File: config.mk
export PLATFORM = sky130hd
export DESIGN_NAME = best_fit_interval_allocator_flat
export DESIGN_NICKNAME = d
export VERILOG_FILES = /design/src/rtl/bfia_pkg.sv /design/src/rtl/bfia_in_if.sv /design/src/rtl/bfia_out_if.sv /design/src/rtl/best_fit_interval_allocator.sv /design/src/rtl/bfia_table.sv /design/src/rtl/bfia_scan.sv /design/src/flat_wrapper.sv
export SDC_FILE = /design/constraint.sdc
export NUM_CORES = 2
export LEC_CHECK = 0
export ABC_AREA = 1
export BUFFER_PORTS_ARGS = -buffer_cell sky130_fd_sc_hd__buf_2
export CAP_MARGIN = 20
export CORE_MARGIN = 5
export CORE_UTILIZATION = 40
export CTS_BUF_LIST = sky130_fd_sc_hd__clkbuf_4 sky130_fd_sc_hd__clkbuf_8
export CTS_CLUSTER_DIAMETER = 200
export DETAILED_ROUTE_END_ITERATION = 8
export SLEW_MARGIN = 20
export SYNTH_ARGS = -nofsm -noshare
export SYNTH_HDL_FRONTEND = slang
export SYNTH_SLANG_ARGS = --single-unit
File: constraint.sdc
create_clock -name clk -period 8.5 [get_ports clk]
set_input_delay 1.275 -clock clk [delete_from_list [all_inputs] [get_ports clk]]
set_output_delay 1.275 -clock clk [all_outputs]
set_load 0.1 [all_outputs]
File: src/rtl/bfia_pkg.sv
package bfia_pkg;

  localparam int unsigned OP_W = 3;
  localparam int unsigned START_W = 16;
  localparam int unsigned LEN_W = 17;
  localparam int unsigned LOC_W = 16;
  localparam int unsigned REGION_W = 2;

  typedef enum logic [OP_W-1:0] {
    OP_ALLOC = 3'd0,
    OP_FREE  = 3'd1,
    OP_QUERY = 3'd2,
    OP_GROW  = 3'd3,
    OP_CLEAR = 3'd4
  } op_t;

  typedef enum logic [REGION_W-1:0] {
    REGION_FREE    = 2'd0,
    REGION_PARTIAL = 2'd1,
    REGION_USED    = 2'd2
  } region_t;

  typedef enum logic [2:0] {
    ST_IDLE  = 3'b001,
    ST_SCAN  = 3'b010,
    ST_APPLY = 3'b100
  } state_t;

  typedef struct packed {
    logic start;
    logic eval;
  } scan_ctl_t;

  typedef struct packed {
    logic wr_begin;
    logic wr_end;
    logic set_valid;
    logic clr_valid;
    logic clr_all;
  } tbl_wr_t;

endpackage

File: src/rtl/bfia_in_if.sv
interface bfia_in_if;
  logic                           valid;
  logic                           ready;
  logic [bfia_pkg::OP_W-1:0]      operation;
  logic [bfia_pkg::START_W-1:0]   start_req;
  logic [bfia_pkg::LEN_W-1:0]     length;

  modport source (output valid, output operation, output start_req, output length,
                  input ready);
  modport sink (input valid, input operation, input start_req, input length,
                output ready);
endinterface

File: src/rtl/bfia_out_if.sv
interface bfia_out_if;
  logic                            valid;
  logic                            ready;
  logic                            ok;
  logic [bfia_pkg::LOC_W-1:0]      location;
  logic [bfia_pkg::REGION_W-1:0]   region_state;

  modport source (output valid, output ok, output location, output region_state,
                  input ready);
  modport sink (input valid, input ok, input location, input region_state,
                output ready);
endinterface

File: src/rtl/best_fit_interval_allocator.sv
// Best-fit interval allocator over a pool of units kept as a table of free intervals.
// Requests arrive on in_bus as one beat holding operation, start_req and length.
// Each request produces exactly one beat on out_bus with ok, location and
// region_state.
// Every request makes one pass over the free-interval table through its single
// read port, one entry per cycle, with a two-stage evaluation pipeline behind it.
// The result is loaded into the output register in the update state after the
// table pass, and the next request can be accepted in the cycle after that, so
// requests are taken one at a time.
// A new request is accepted while the previous result still waits in the output
// register; if the receiver stalls, the following request is held just before its
// table update until that result has been taken.
// After reset the pool is empty, no interval is free and no result is pending.
module best_fit_interval_allocator #(
  parameter int unsigned MAX_FREE_INTERVALS = 64,
  parameter int unsigned POOL_ADDRESS_BITS  = 16
) (
  input  logic       clk,
  input  logic       rst_n,
  bfia_in_if.sink    in_bus,
  bfia_out_if.source out_bus
);

  localparam int unsigned N     = MAX_FREE_INTERVALS;
  localparam int unsigned IW    = (N > 1) ? $clog2(N) : 1;
  localparam int unsigned BW    = POOL_ADDRESS_BITS;
  localparam int unsigned EW    = POOL_ADDRESS_BITS + 1;
  localparam int unsigned CW    = (EW > bfia_pkg::LEN_W) ? EW : bfia_pkg::LEN_W;
  localparam int unsigned CNT_W = $clog2(N + 2);

  localparam logic [CNT_W-1:0] CNT_ISSUE_END = CNT_W'(N);
  localparam logic [CNT_W-1:0] CNT_LAST      = CNT_W'(N + 1);
  localparam logic [CW-1:0]    POOL_LIMIT    = CW'(1) << POOL_ADDRESS_BITS;

  bfia_pkg::state_t    state_r, state_nxt;
  logic [CNT_W-1:0]    cnt_r;
  logic                eval_r;
  logic [IW-1:0]       idx_r;
  bfia_pkg::op_t       op_r;
  logic [CW-1:0]       len_r, lo_r, hi_r;
  logic [EW-1:0]       pool_r, pool_nxt;
  logic                out_valid_r;
  logic                out_ok_r, ok_nxt;
  logic [bfia_pkg::LOC_W-1:0]    out_loc_r, loc_nxt;
  logic [bfia_pkg::REGION_W-1:0] out_region_r, region_nxt;

  logic                in_accept, issue, apply_go;
  bfia_pkg::scan_ctl_t ctl;
  bfia_pkg::tbl_wr_t   wr;
  logic [IW-1:0]       wr_addr, clr_addr;
  logic [BW-1:0]       wr_begin_data;
  logic [EW-1:0]       wr_end_data;
  logic [BW-1:0]       rd_begin;
  logic [EW-1:0]       rd_end;
  logic                rd_valid;

  logic                best_found, left_found, right_found, empty_found;
  logic [IW-1:0]       best_idx, left_idx, right_idx, empty_idx;
  logic [CW-1:0]       best_begin, best_end, left_begin, sum;
  logic [CW-1:0]       pool_ext, carve;
  logic                rel_en, rel_ok, range_ok;

  assign in_accept = in_bus.valid && in_bus.ready;
  assign in_bus.ready = (state_r == bfia_pkg::ST_IDLE);
  assign issue = (state_r == bfia_pkg::ST_SCAN) && (cnt_r < CNT_ISSUE_END);
  assign apply_go = (state_r == bfia_pkg::ST_APPLY) && (!out_valid_r || out_bus.ready);
  assign ctl.start = in_accept;
  assign ctl.eval = eval_r;
  assign pool_ext = CW'(pool_r);

  bfia_table #(.N(N), .IW(IW), .BW(BW), .EW(EW)) u_table (
    .clk          (clk),
    .rst_n        (rst_n),
    .rd_en        (issue),
    .rd_addr      (cnt_r[IW-1:0]),
    .rd_begin     (rd_begin),
    .rd_end       (rd_end),
    .rd_valid     (rd_valid),
    .wr           (wr),
    .wr_addr      (wr_addr),
    .wr_begin_data(wr_begin_data),
    .wr_end_data  (wr_end_data),
    .clr_addr     (clr_addr)
  );

  bfia_scan #(.IW(IW), .CW(CW)) u_scan (
    .clk        (clk),
    .rst_n      (rst_n),
    .ctl        (ctl),
    .ent_idx    (idx_r),
    .ent_valid  (rd_valid),
    .ent_begin  (CW'(rd_begin)),
    .ent_end    (CW'(rd_end)),
    .lo         (lo_r),
    .hi         (hi_r),
    .len        (len_r),
    .best_found (best_found),
    .best_idx   (best_idx),
    .best_begin (best_begin),
    .best_end   (best_end),
    .left_found (left_found),
    .left_idx   (left_idx),
    .left_begin (left_begin),
    .right_found(right_found),
    .right_idx  (right_idx),
    .empty_found(empty_found),
    .empty_idx  (empty_idx),
    .sum        (sum)
  );

  always_comb begin
    state_nxt = state_r;
    case (state_r)
      bfia_pkg::ST_IDLE: begin
        if (in_accept) begin
          state_nxt = bfia_pkg::ST_SCAN;
        end
      end
      bfia_pkg::ST_SCAN: begin
        if (cnt_r == CNT_LAST) begin
          state_nxt = bfia_pkg::ST_APPLY;
        end
      end
      bfia_pkg::ST_APPLY: begin
        if (apply_go) begin
          state_nxt = bfia_pkg::ST_IDLE;
        end
      end
      default: state_nxt = bfia_pkg::ST_IDLE;
    endcase
  end

  always_comb begin
    carve      = best_begin + len_r;
    range_ok   = (len_r != '0) && (hi_r <= pool_ext);
    rel_en     = 1'b0;
    rel_ok     = 1'b0;
    wr         = '0;
    wr_addr    = '0;
    clr_addr   = '0;
    wr_begin_data = '0;
    wr_end_data   = '0;
    ok_nxt     = 1'b0;
    loc_nxt    = '0;
    region_nxt = bfia_pkg::REGION_FREE;
    pool_nxt   = pool_r;

    case (op_r)
      bfia_pkg::OP_ALLOC: begin
        if (best_found) begin
          ok_nxt        = 1'b1;
          loc_nxt       = bfia_pkg::LOC_W'(best_begin);
          wr.wr_begin   = 1'b1;
          wr_addr       = best_idx;
          wr_begin_data = BW'(carve);
          if (carve == best_end) begin
            wr.clr_valid = 1'b1;
            clr_addr     = best_idx;
          end
        end
      end
      bfia_pkg::OP_FREE: begin
        rel_en = range_ok && (sum == '0);
      end
      bfia_pkg::OP_QUERY: begin
        if (range_ok) begin
          ok_nxt = 1'b1;
          if (sum == len_r) begin
            region_nxt = bfia_pkg::REGION_FREE;
          end else if (sum == '0) begin
            region_nxt = bfia_pkg::REGION_USED;
          end else begin
            region_nxt = bfia_pkg::REGION_PARTIAL;
          end
        end
      end
      bfia_pkg::OP_GROW: begin
        if ((len_r >= pool_ext) && (len_r <= POOL_LIMIT)) begin
          if (len_r == pool_ext) begin
            ok_nxt = 1'b1;
          end else begin
            rel_en = 1'b1;
          end
        end
      end
      bfia_pkg::OP_CLEAR: begin
        if (len_r <= POOL_LIMIT) begin
          ok_nxt     = 1'b1;
          pool_nxt   = EW'(len_r);
          wr.clr_all = 1'b1;
          if (len_r != '0) begin
            wr.wr_begin  = 1'b1;
            wr.wr_end    = 1'b1;
            wr.set_valid = 1'b1;
            wr_end_data  = EW'(len_r);
          end
        end
      end
      default: ok_nxt = 1'b0;
    endcase

    if (rel_en) begin
      if (left_found && right_found) begin
        rel_ok        = 1'b1;
        wr.wr_begin   = 1'b1;
        wr_addr       = right_idx;
        wr_begin_data = BW'(left_begin);
        wr.clr_valid  = 1'b1;
        clr_addr      = left_idx;
      end else if (left_found) begin
        rel_ok      = 1'b1;
        wr.wr_end   = 1'b1;
        wr_addr     = left_idx;
        wr_end_data = EW'(hi_r);
      end else if (right_found) begin
        rel_ok        = 1'b1;
        wr.wr_begin   = 1'b1;
        wr_addr       = right_idx;
        wr_begin_data = BW'(lo_r);
      end else if (empty_found) begin
        rel_ok        = 1'b1;
        wr.wr_begin   = 1'b1;
        wr.wr_end     = 1'b1;
        wr.set_valid  = 1'b1;
        wr_addr       = empty_idx;
        wr_begin_data = BW'(lo_r);
        wr_end_data   = EW'(hi_r);
      end
      ok_nxt = rel_ok;
      if (rel_ok && (op_r == bfia_pkg::OP_GROW)) begin
        pool_nxt = EW'(len_r);
      end
    end

    if (!apply_go) begin
      wr = '0;
    end
  end

  always_ff @(posedge clk) begin
    if (!rst_n) begin
      state_r     <= bfia_pkg::ST_IDLE;
      cnt_r       <= '0;
      eval_r      <= 1'b0;
      pool_r      <= '0;
      out_valid_r <= 1'b0;
    end else begin
      state_r <= state_nxt;
      eval_r  <= issue;
      if (in_accept) begin
        cnt_r <= '0;
      end else if (state_r == bfia_pkg::ST_SCAN) begin
        cnt_r <= cnt_r + CNT_W'(1);
      end
      if (apply_go) begin
        pool_r      <= pool_nxt;
        out_valid_r <= 1'b1;
      end else if (out_bus.ready) begin
        out_valid_r <= 1'b0;
      end
    end
  end

  always_ff @(posedge clk) begin
    idx_r <= cnt_r[IW-1:0];
    if (in_accept) begin
      op_r  <= bfia_pkg::op_t'(in_bus.operation);
      len_r <= CW'(in_bus.length);
      if (in_bus.operation == bfia_pkg::OP_GROW) begin
        lo_r <= pool_ext;
        hi_r <= CW'(in_bus.length);
      end else begin
        lo_r <= CW'(in_bus.start_req);
        hi_r <= CW'(in_bus.start_req) + CW'(in_bus.length);
      end
    end
    if (apply_go) begin
      out_ok_r     <= ok_nxt;
      out_loc_r    <= loc_nxt;
      out_region_r <= region_nxt;
    end
  end

  assign out_bus.valid        = out_valid_r;
  assign out_bus.ok           = out_ok_r;
  assign out_bus.location     = out_loc_r;
  assign out_bus.region_state = out_region_r;

`ifndef SYNTHESIS
  a_accept_starts_scan: assert property (@(posedge clk) disable iff (!rst_n)
    in_accept |=> (state_r == bfia_pkg::ST_SCAN) && (cnt_r == '0))
    else $error("accepted beat did not start a table pass");

  a_cnt_bounded: assert property (@(posedge clk) disable iff (!rst_n)
    (state_r == bfia_pkg::ST_SCAN) |-> (cnt_r <= CNT_LAST))
    else $error("scan counter ran past the table");

  a_pool_limit: assert property (@(posedge clk) disable iff (!rst_n)
    CW'(pool_r) <= POOL_LIMIT)
    else $error("pool size beyond the address space");

  a_fail_zero: assert property (@(posedge clk) disable iff (!rst_n)
    out_bus.valid |-> out_bus.ok ||
      ((out_bus.location == '0) && (out_bus.region_state == bfia_pkg::REGION_FREE)))
    else $error("failed request carries a nonzero result");

  a_no_write_outside_apply: assert property (@(posedge clk) disable iff (!rst_n)
    (wr != '0) |-> apply_go)
    else $error("table written outside the update cycle");
`endif

endmodule

File: src/rtl/bfia_table.sv
module bfia_table #(
  parameter int unsigned N  = 64,
  parameter int unsigned IW = 6,
  parameter int unsigned BW = 16,
  parameter int unsigned EW = 17
) (
  input  logic              clk,
  input  logic              rst_n,
  input  logic              rd_en,
  input  logic [IW-1:0]     rd_addr,
  output logic [BW-1:0]     rd_begin,
  output logic [EW-1:0]     rd_end,
  output logic              rd_valid,
  input  bfia_pkg::tbl_wr_t wr,
  input  logic [IW-1:0]     wr_addr,
  input  logic [BW-1:0]     wr_begin_data,
  input  logic [EW-1:0]     wr_end_data,
  input  logic [IW-1:0]     clr_addr
);

  logic [BW-1:0] mem_begin [N];
  logic [EW-1:0] mem_end [N];
  logic [N-1:0]  valid_r;
  logic [N-1:0]  valid_nxt;
  logic [BW-1:0] rd_begin_r;
  logic [EW-1:0] rd_end_r;
  logic          rd_valid_r;

  always_comb begin
    valid_nxt = valid_r;
    if (wr.clr_all) begin
      valid_nxt = '0;
    end
    if (wr.clr_valid) begin
      valid_nxt[clr_addr] = 1'b0;
    end
    if (wr.set_valid) begin
      valid_nxt[wr_addr] = 1'b1;
    end
  end

  always_ff @(posedge clk) begin
    if (!rst_n) begin
      valid_r    <= '0;
      rd_valid_r <= 1'b0;
    end else begin
      valid_r <= valid_nxt;
      if (rd_en) begin
        rd_valid_r <= valid_r[rd_addr];
      end
    end
  end

  always_ff @(posedge clk) begin
    if (wr.wr_begin) begin
      mem_begin[wr_addr] <= wr_begin_data;
    end
    if (wr.wr_end) begin
      mem_end[wr_addr] <= wr_end_data;
    end
    if (rd_en) begin
      rd_begin_r <= mem_begin[rd_addr];
      rd_end_r   <= mem_end[rd_addr];
    end
  end

  assign rd_begin = rd_begin_r;
  assign rd_end   = rd_end_r;
  assign rd_valid = rd_valid_r;

endmodule

File: src/rtl/bfia_scan.sv
module bfia_scan #(
  parameter int unsigned IW = 6,
  parameter int unsigned CW = 17
) (
  input  logic                clk,
  input  logic                rst_n,
  input  bfia_pkg::scan_ctl_t ctl,
  input  logic [IW-1:0]       ent_idx,
  input  logic                ent_valid,
  input  logic [CW-1:0]       ent_begin,
  input  logic [CW-1:0]       ent_end,
  input  logic [CW-1:0]       lo,
  input  logic [CW-1:0]       hi,
  input  logic [CW-1:0]       len,
  output logic                best_found,
  output logic [IW-1:0]       best_idx,
  output logic [CW-1:0]       best_begin,
  output logic [CW-1:0]       best_end,
  output logic                left_found,
  output logic [IW-1:0]       left_idx,
  output logic [CW-1:0]       left_begin,
  output logic                right_found,
  output logic [IW-1:0]       right_idx,
  output logic                empty_found,
  output logic [IW-1:0]       empty_idx,
  output logic [CW-1:0]       sum
);

  logic          best_found_r, left_found_r, right_found_r, empty_found_r;
  logic [IW-1:0] best_idx_r, left_idx_r, right_idx_r, empty_idx_r;
  logic [CW-1:0] best_begin_r, best_end_r, best_len_r, left_begin_r;
  logic [CW-1:0] term_r, sum_r;
  logic          acc_r;
  logic [CW-1:0] ent_len, clip_lo, clip_hi, term;
  logic          fit, better;

  always_comb begin
    ent_len = ent_end - ent_begin;
    fit     = ent_valid && (len != '0) && (ent_len >= len);
    better  = !best_found_r || (ent_len < best_len_r) ||
              ((ent_len == best_len_r) && (ent_end < best_end_r));
    clip_lo = (ent_begin > lo) ? ent_begin : lo;
    clip_hi = (ent_end < hi) ? ent_end : hi;
    term    = (ent_valid && (clip_hi > clip_lo)) ? (clip_hi - clip_lo) : '0;
  end

  always_ff @(posedge clk) begin
    if (!rst_n) begin
      best_found_r  <= 1'b0;
      left_found_r  <= 1'b0;
      right_found_r <= 1'b0;
      empty_found_r <= 1'b0;
      acc_r         <= 1'b0;
      sum_r         <= '0;
    end else if (ctl.start) begin
      best_found_r  <= 1'b0;
      left_found_r  <= 1'b0;
      right_found_r <= 1'b0;
      empty_found_r <= 1'b0;
      acc_r         <= 1'b0;
      sum_r         <= '0;
    end else begin
      acc_r <= ctl.eval;
      if (acc_r) begin
        sum_r <= sum_r + term_r;
      end
      if (ctl.eval) begin
        if (fit && better) begin
          best_found_r <= 1'b1;
        end
        if (ent_valid && (ent_end == lo) && !left_found_r) begin
          left_found_r <= 1'b1;
        end
        if (ent_valid && (ent_begin == hi) && !right_found_r) begin
          right_found_r <= 1'b1;
        end
        if (!ent_valid && !empty_found_r) begin
          empty_found_r <= 1'b1;
        end
      end
    end
  end

  always_ff @(posedge clk) begin
    if (ctl.eval) begin
      term_r <= term;
      if (fit && better) begin
        best_idx_r   <= ent_idx;
        best_begin_r <= ent_begin;
        best_end_r   <= ent_end;
        best_len_r   <= ent_len;
      end
      if (ent_valid && (ent_end == lo) && !left_found_r) begin
        left_idx_r   <= ent_idx;
        left_begin_r <= ent_begin;
      end
      if (ent_valid && (ent_begin == hi) && !right_found_r) begin
        right_idx_r <= ent_idx;
      end
      if (!ent_valid && !empty_found_r) begin
        empty_idx_r <= ent_idx;
      end
    end
  end

  assign best_found  = best_found_r;
  assign best_idx    = best_idx_r;
  assign best_begin  = best_begin_r;
  assign best_end    = best_end_r;
  assign left_found  = left_found_r;
  assign left_idx    = left_idx_r;
  assign left_begin  = left_begin_r;
  assign right_found = right_found_r;
  assign right_idx   = right_idx_r;
  assign empty_found = empty_found_r;
  assign empty_idx   = empty_idx_r;
  assign sum         = sum_r;

endmodule

File: src/flat_wrapper.sv
// flat-port wrapper written by rule: the top's interface ports become plain ports
module best_fit_interval_allocator_flat 
#(
  parameter int unsigned MAX_FREE_INTERVALS = 64,
  parameter int unsigned POOL_ADDRESS_BITS  = 16
)
  (clk, rst_n, in_bus_valid, in_bus_operation, in_bus_start_req, in_bus_length, in_bus_ready, out_bus_valid, out_bus_ok, out_bus_location, out_bus_region_state, out_bus_ready);
  bfia_in_if in_bus_i ();
  bfia_out_if out_bus_i ();
  input  logic clk;
  input  logic rst_n;
  input wire logic [$bits(in_bus_i.valid)-1:0] in_bus_valid;
  input wire logic [$bits(in_bus_i.operation)-1:0] in_bus_operation;
  input wire logic [$bits(in_bus_i.start_req)-1:0] in_bus_start_req;
  input wire logic [$bits(in_bus_i.length)-1:0] in_bus_length;
  output wire logic [$bits(in_bus_i.ready)-1:0] in_bus_ready;
  output wire logic [$bits(out_bus_i.valid)-1:0] out_bus_valid;
  output wire logic [$bits(out_bus_i.ok)-1:0] out_bus_ok;
  output wire logic [$bits(out_bus_i.location)-1:0] out_bus_location;
  output wire logic [$bits(out_bus_i.region_state)-1:0] out_bus_region_state;
  input wire logic [$bits(out_bus_i.ready)-1:0] out_bus_ready;
  assign in_bus_i.valid = in_bus_valid;
  assign in_bus_i.operation = in_bus_operation;
  assign in_bus_i.start_req = in_bus_start_req;
  assign in_bus_i.length = in_bus_length;
  assign in_bus_ready = in_bus_i.ready;
  assign out_bus_valid = out_bus_i.valid;
  assign out_bus_ok = out_bus_i.ok;
  assign out_bus_location = out_bus_i.location;
  assign out_bus_region_state = out_bus_i.region_state;
  assign out_bus_i.ready = out_bus_ready;
  best_fit_interval_allocator #(.MAX_FREE_INTERVALS(MAX_FREE_INTERVALS), .POOL_ADDRESS_BITS(POOL_ADDRESS_BITS)) u_core (.clk(clk), .rst_n(rst_n), .in_bus(in_bus_i), .out_bus(out_bus_i));
endmodule
Word-level counts from Yosys, hierarchy flattened
Memory sizes are Yosys's and may differ from the RTL's. A register that Yosys moved wholly into a read port is not among the register bits.
Index checks and enable logic that the tools add are counted.
{"block": "op_classes", "n_div": 0, "bitwise": 6, "reduce_logical": 41, "n_eq_ne": 18, "mul": 0, "n_mux": 90, "shift": 0, "order_cmp": 15, "addsub": 6}
{"op": "$mux W17", "n": 15}
{"op": "$mux W64", "n": 3}
{"op": "$mux W16", "n": 8}
{"op": "$eq A17 B17 Y1", "n": 5}
{"op": "$mux W6", "n": 12}
{"op": "$and A64 B64 Y64", "n": 1}
{"op": "$not A64 Y64", "n": 1}
{"op": "$or A64 B64 Y64", "n": 1}
{"op": "$lt A17 B17 Y1", "n": 3}
{"op": "$add A16 B17 Y17", "n": 2}
{"op": "$ge A17 B17 Y1", "n": 2}
{"op": "$mux W1", "n": 32}
{"op": "$lt A6 B7 Y1 const B", "n": 3}
{"op": "$mux W3", "n": 7}
{"op": "$logic_and A1 B1 Y1", "n": 20}
{"op": "$add A17 B17 Y17", "n": 1}
{"op": "$eq A16 B17 Y1", "n": 1}
{"op": "$gt A16 B17 Y1", "n": 1}
{"op": "$gt A17 B17 Y1", "n": 1}
{"op": "$le A17 B17 Y1", "n": 1}
{"op": "$le A17 B17 Y1 const B", "n": 1}
{"op": "$logic_not A17 Y1", "n": 1}
{"op": "$reduce_bool A17 Y1", "n": 1}
{"op": "$sub A17 B16 Y17", "n": 1}
{"op": "27 further kinds", "n": 52}
{"block": "word_totals", "inputBits": 40, "output_inout_bits": 21, "mem_bits_ro": 0, "n_memories": 2, "ramBits": 2112, "latchBits": 0, "wordCells": 209, "reg_bits": 302}
{"memory": "u_core.u_table.mem_end", "words": 64, "width": 17, "rd": 1, "rd_ports_with_merged_regs": 1, "write_ports": 1, "line_no": "bfia_table.sv:22", "text": "logic [EW-1:0] mem_end [N];"}
{"memory": "u_core.u_table.mem_begin", "words": 64, "width": 16, "rd": 1, "rd_ports_with_merged_regs": 1, "write_ports": 1, "line_no": "bfia_table.sv:21", "text": "logic [BW-1:0] mem_begin [N];"}

Depth between registers and ports, before layout
{"block": "logic_depth", "word_depth": 16, "mapped_depth": 29, "ltp_nobuf": 28}

Modules after synthesis
From an unflattened synthesis, not the netlist that was laid out.
{"block": "hier_totals", "cells_unflattened": 9850, "area_unflattened_um2": 107747.1}
{"mod": "bfia_table", "n_inst": 1, "cells_per_inst": 7177, "seq_area_each_um2": 65713.0, "area_per_inst_um2": 88170.8}
{"mod": "bfia_scan", "n_inst": 1, "cells_per_inst": 1353, "seq_area_each_um2": 3713.6, "area_per_inst_um2": 10324.9}
{"mod": "best_fit_interval_allocator", "n_inst": 1, "cells_per_inst": 1320, "seq_area_each_um2": 2892.8, "area_per_inst_um2": 9251.4}

Worst setup path before layout
OpenSTA, ideal clock, no wires.
{"block": "synth_path", "path_kind": "flip-flop to flip-flop", "startpoint": "register u_core.len_r[16]", "endpoint": "memory u_core.u_table.mem_begin[0][0], data pin", "n_path_buf": 1, "stages_incl_launch_ff": 11, "period_less_slack_ps": 6889, "t_required_ps": 7491, "path_slack_ps": 1611, "setup_time_ps": 1009, "arrival_time_ps": 5881, "cell_sequence": "edfxtp_1 ha_1 nand4_1 nor3_1 nand4_1 nand3_1 nand4_1 nand2_1 buf_4 nand2_1 o311ai_0"}
{"block": "synth_via", "elab_chain_len": 5, "word_cells_on_any_way": 11, "cone_classes": "2 x order compare; 1 x eq/ne; 4 x mux; 4 x reduce/logical"}
{"item": "start, declared", "line_no": "best_fit_interval_allocator.sv:40", "text": "logic [CW-1:0] len_r, lo_r, hi_r;"}
{"item": "start signal, assigned", "line_no": "best_fit_interval_allocator.sv:268", "text": "len_r <= CW'(in_bus.length);"}
{"item": "$ge A17 B17 Y1 (tied with other cells)", "line_no": "best_fit_interval_allocator.sv:178", "text": "if ((len_r >= pool_ext) && (len_r <= POOL_LIMIT)) begin"}
{"item": "$logic_and A1 B1 Y1 (tied with other cells)", "line_no": "best_fit_interval_allocator.sv:178"}
{"item": "$mux W1 or $logic_and A1 B1 Y1 (tied branches)", "line_no": "best_fit_interval_allocator.sv:178, best_fit_interval_allocator.sv:163"}
{"item": "$pmux W1 S2 (*)", "line_no": "best_fit_interval_allocator.sv:148", "text": "case (op_r)"}
{"item": "$mux W16 (*)", "line_no": "best_fit_interval_allocator.sv:202", "text": "if (rel_en) begin"}
{"item": "via u_core.u_table.wr_begin_data[0]", "line_no": "bfia_table.sv:16", "text": "input logic [BW-1:0] wr_begin_data,"}
{"item": "end, declared", "line_no": "bfia_table.sv:21"}
The timed path passes the listed nets; every way through them passes the cells marked *.

Final worst setup path
{"block": "layout_path", "startpoint": "register u_core.len_r[13]", "endpoint": "memory u_core.u_table.mem_begin[4][15] (enable)"}
{"block": "layout_via", "elab_chain_len": 13, "word_cells_on_any_way": 23, "cone_classes": "2 x order compare; 1 x eq/ne; 16 x mux; 4 x reduce/logical"}
{"item": "parallel branches: the longest is 13 deep, another holds $le A17 B17 Y1"}
Parallel ways; which one is timed is not known. The select of a mux whose other input is x is not followed.

==> out/metrics.cfg <==
[grt]
grt_max_degree = 180
grt_pass1_wl_mm = 488
antenna_found_initial = 12
grt_pass1_vias = 70400
gr-total-overflow = 0
track_usage_pct = 24.3

[min_path]
hp-start = in_bus_operation[1]
hold_class = in -> reg

[routing]
num_vias = 74100
drc = 0
met1Wirelength_mm = 138
drt_wl_total_mm = 341
post_drt_wl_per_cell_um = 26.7
routed-wl-met2_mm = 157
initialDrtViolationCount = 9199
dr.pass1.iters = 6
via_per_inst = 5.81
wl_met3_mm = 30.7
drtAntennaViolNets = 0
top_layer = met5

[yosys]
synthSimpleGateAreaFrac_pct = 10.3
synth_flop_cell = edfxtp_1
synth_xor_area_share_pct = 0.689
synth-edff-count = 2325
ys_seq_elements = 2447
synth_largest_area_cell = edfxtp_1
synth_area_sq_um = 104000
synth_top_area_share_pct = 66.9
syn_inst = 8896
muxShareOfSynthArea_pct = 0
syn_area_per_cell_sq_um = 11.7
ys_types = 62
synth_top_family_by_area = compound AO/OA/AOI/OAI gates
synth_fp_nets = 9143
synth_fa_ha_area_share_pct = 2.52
async_reset_ff_share_pct = 0
synth-compound-area-share_pct = 13.5
synth_warnings = 0
netlist_top_cells_area = edfxtp_1 (67%), o21ai_0 (6.2%), nor2_1 (5.4%)
ys_seq_area_share_pct = 69.3

[power]
power_mw = 25.1
power_density_nw_per_um2 = 214
ir_drop_v = 0.000156
leakagePower_nw = 43.0

[cells_and_area]
drive_gt1_share_pct = 11.5
nFillCells = 23600
instances_no_fill = 12800
area_growth_pct = 12.3
utilization_pct = 45.1
fin_nets = 9300

[clock_network]
ctsResizeCount = 0
ctsHoldBuffers = 0
clock-sinks = 2447
cts-root-buf = clkbuf_8
clock_latency_ps = 1140
cts_made_buffers = 411
clkSlewWorstSetupHoldPaths_ps = 60
cts_tree = done
h-tree-depth = 5
clockBufferDepth = 4
post_cts_buffers = 0

[sta]
fmax_mhz = 172
whs_ps = 332
hold_violations = 0
rsz0062_at_grt = false
tightest_slew_ps = 1150
finalCriticalPeriod_ps = 5800
fin_skew_ps = 109
finalMaxSlewViolations = 0
slew_headroom_pct = 23.1
finalCritPeriodShare_pct = 68.3
fin_tns_setup_ps = 0
setup_violations = 0

[worst_setup_path]
startpoint = u_core.len_r[13]$_DFFE_PP_
worstSetupStartpointType = register
rrSetupSlack_ps = 2700
crit_type = reg -> reg
r2r-start = u_core.len_r[13]$_DFFE_PP_
cp-end-kind = register
crit_fanout = 38
cp.arrival_ps = 6530
required_ps = 9230

[floorplan]
start_util_pct = 40.2
die_y_um = 521
core_sq_um = 260000
rows = 187
fp.dieArea_sq_um = 271000
die_x_um = 521
boundaryPins = 61

[placed_design]
place_hpwl_mm = 215
place_congestion = 0.949
place_inst = 12000
port_buffers = 60

[status]
run_status = finished clean

[job]
cap_violations = 0

==> flip-flops by register name, indices dropped and copies added (netlist names), 17 cells and up <==
name                      flops
u_core.u_table.valid_r       64
u_core.u_table.mem_begin   1024
u_core.u_scan.best_len_r     17
u_core.u_table.rd_end        17
u_core.u_table.mem_end     1088
u_core.u_scan.sum            17
u_core.pool_ext              17
u_core.hi_r                  17
u_core.lo_r                  17
u_core.u_scan.term_r         17
u_core.len_r                 17
u_core.u_scan.best_end       17
==> through the flow <==
stage / worst slack (ps) / instance area (sq um)
after detailed placement: 2790 / 109000
after global placement: 2800 / 109000
after CTS: 2730 / 117000
after floorplan: 1610 / 104000
final: 2700 / 117000
after global routing: 2380 / 117000
==> cells in the mapped netlist (41+ instances only) <==
cell	n
a21oi_1	327
a31oi_1	63
clkbuf_1	482
dfxtp_1	122
edfxtp_1	2325
ha_1	202
inv_1	471
nand2_1	846
nand3_1	238
nand4_1	41
nor2_1	1512
o211ai_1	84
o21ai_0	1284
o221ai_1	175
o22ai_1	368
xor2_1	45
==> kinds of logic after synthesis <==
logic type | Yosys count
compound gates | 2435
fa+ha+maj | 207
xor+xnor | 82
flops | 2447
simple gates | 2708
buf+inv | 1017
==> report_power, final <==
group | internal (mW) | total, mW | switching [mW]
Combinational | 0.493 | 1.74 | 1.25
Clock | 5.40 | 10.1 | 4.72
Sequential | 13.2 | 13.2 | 0.0906
==> layer usage <==
metal	vias to the layer above	GRT usage, %
met5	-	0
met4	2	10.3
met3	665	4.52
met2	3824	38.5
met1	36800	33.0
li1	32800	-
==> worst paths after layout <==
path	depth (start not counted)	endpoint
worst max-delay path	16	u_core.u_table.mem_begin[4][15]$_DFFE_PP_
worst min-delay path	1	u_core.op_r[1]$_DFFE_PP_
worst min register to register	0	u_core.u_scan.left_idx[4]$_DFFE_PP_
worst max register to register	16	u_core.u_table.mem_begin[4][15]$_DFFE_PP_
==> worst max-delay path, stage by stage (launching register included) <==
cell	delay [ps]
edfxtp_1	540
nor4_1	490
nand4_1	210
inv_1	120
ha_1	140
buf_4	390
inv_1	200
nand3_1	130
nand2_1	420
inv_1	190
nor2_1	60
inv_1	480
nand3_1	240
o21ai_4	180
buf_4	480
buf_4	650
nor2_2	390
==> placed cells by master, fill, tap and decap left out, drive strengths merged, types with 6 or more instances in the layout <==
cell / count
o32ai: 18
o21ai: 1288
clkbuf: 540
ha: 202
nor2: 1525
o22ai: 368
a21oi: 330
nand3: 239
o2111ai: 6
a221oi: 17
o31ai: 6
xnor2: 37
a211oi: 13
o211ai: 84
inv: 493
clkinv: 154
edfxtp: 2325
dfxtp: 122
nand2: 851
bufinv: 10
a31oi: 63
nand4: 41
a22o: 19
xor2: 45
nor3: 27
o21bai: 7
o221ai: 175
a21o: 8
nor4: 13
buf: 265
clkinvlp: 7
==> layout make-up <==
| class | count | area, sq um | area share (%) |
|---|---|---|---|
| well taps | 3402 | 4260 | 3.63 |
| multi-input cells | 5432 | 29000 | 24.7 |
| diodes | 5 | 12.5 | 0.0107 |
| inverters | 495 | 1880 | 1.61 |
| clock buffers | 539 | 6690 | 5.71 |
| clock inverters | 169 | 1020 | 0.874 |
| flip-flops and latches | 2447 | 72300 | 61.7 |
| repair buffers | 266 | 2020 | 1.73 |
No activity file was read; power rests on OpenSTA's default activity.
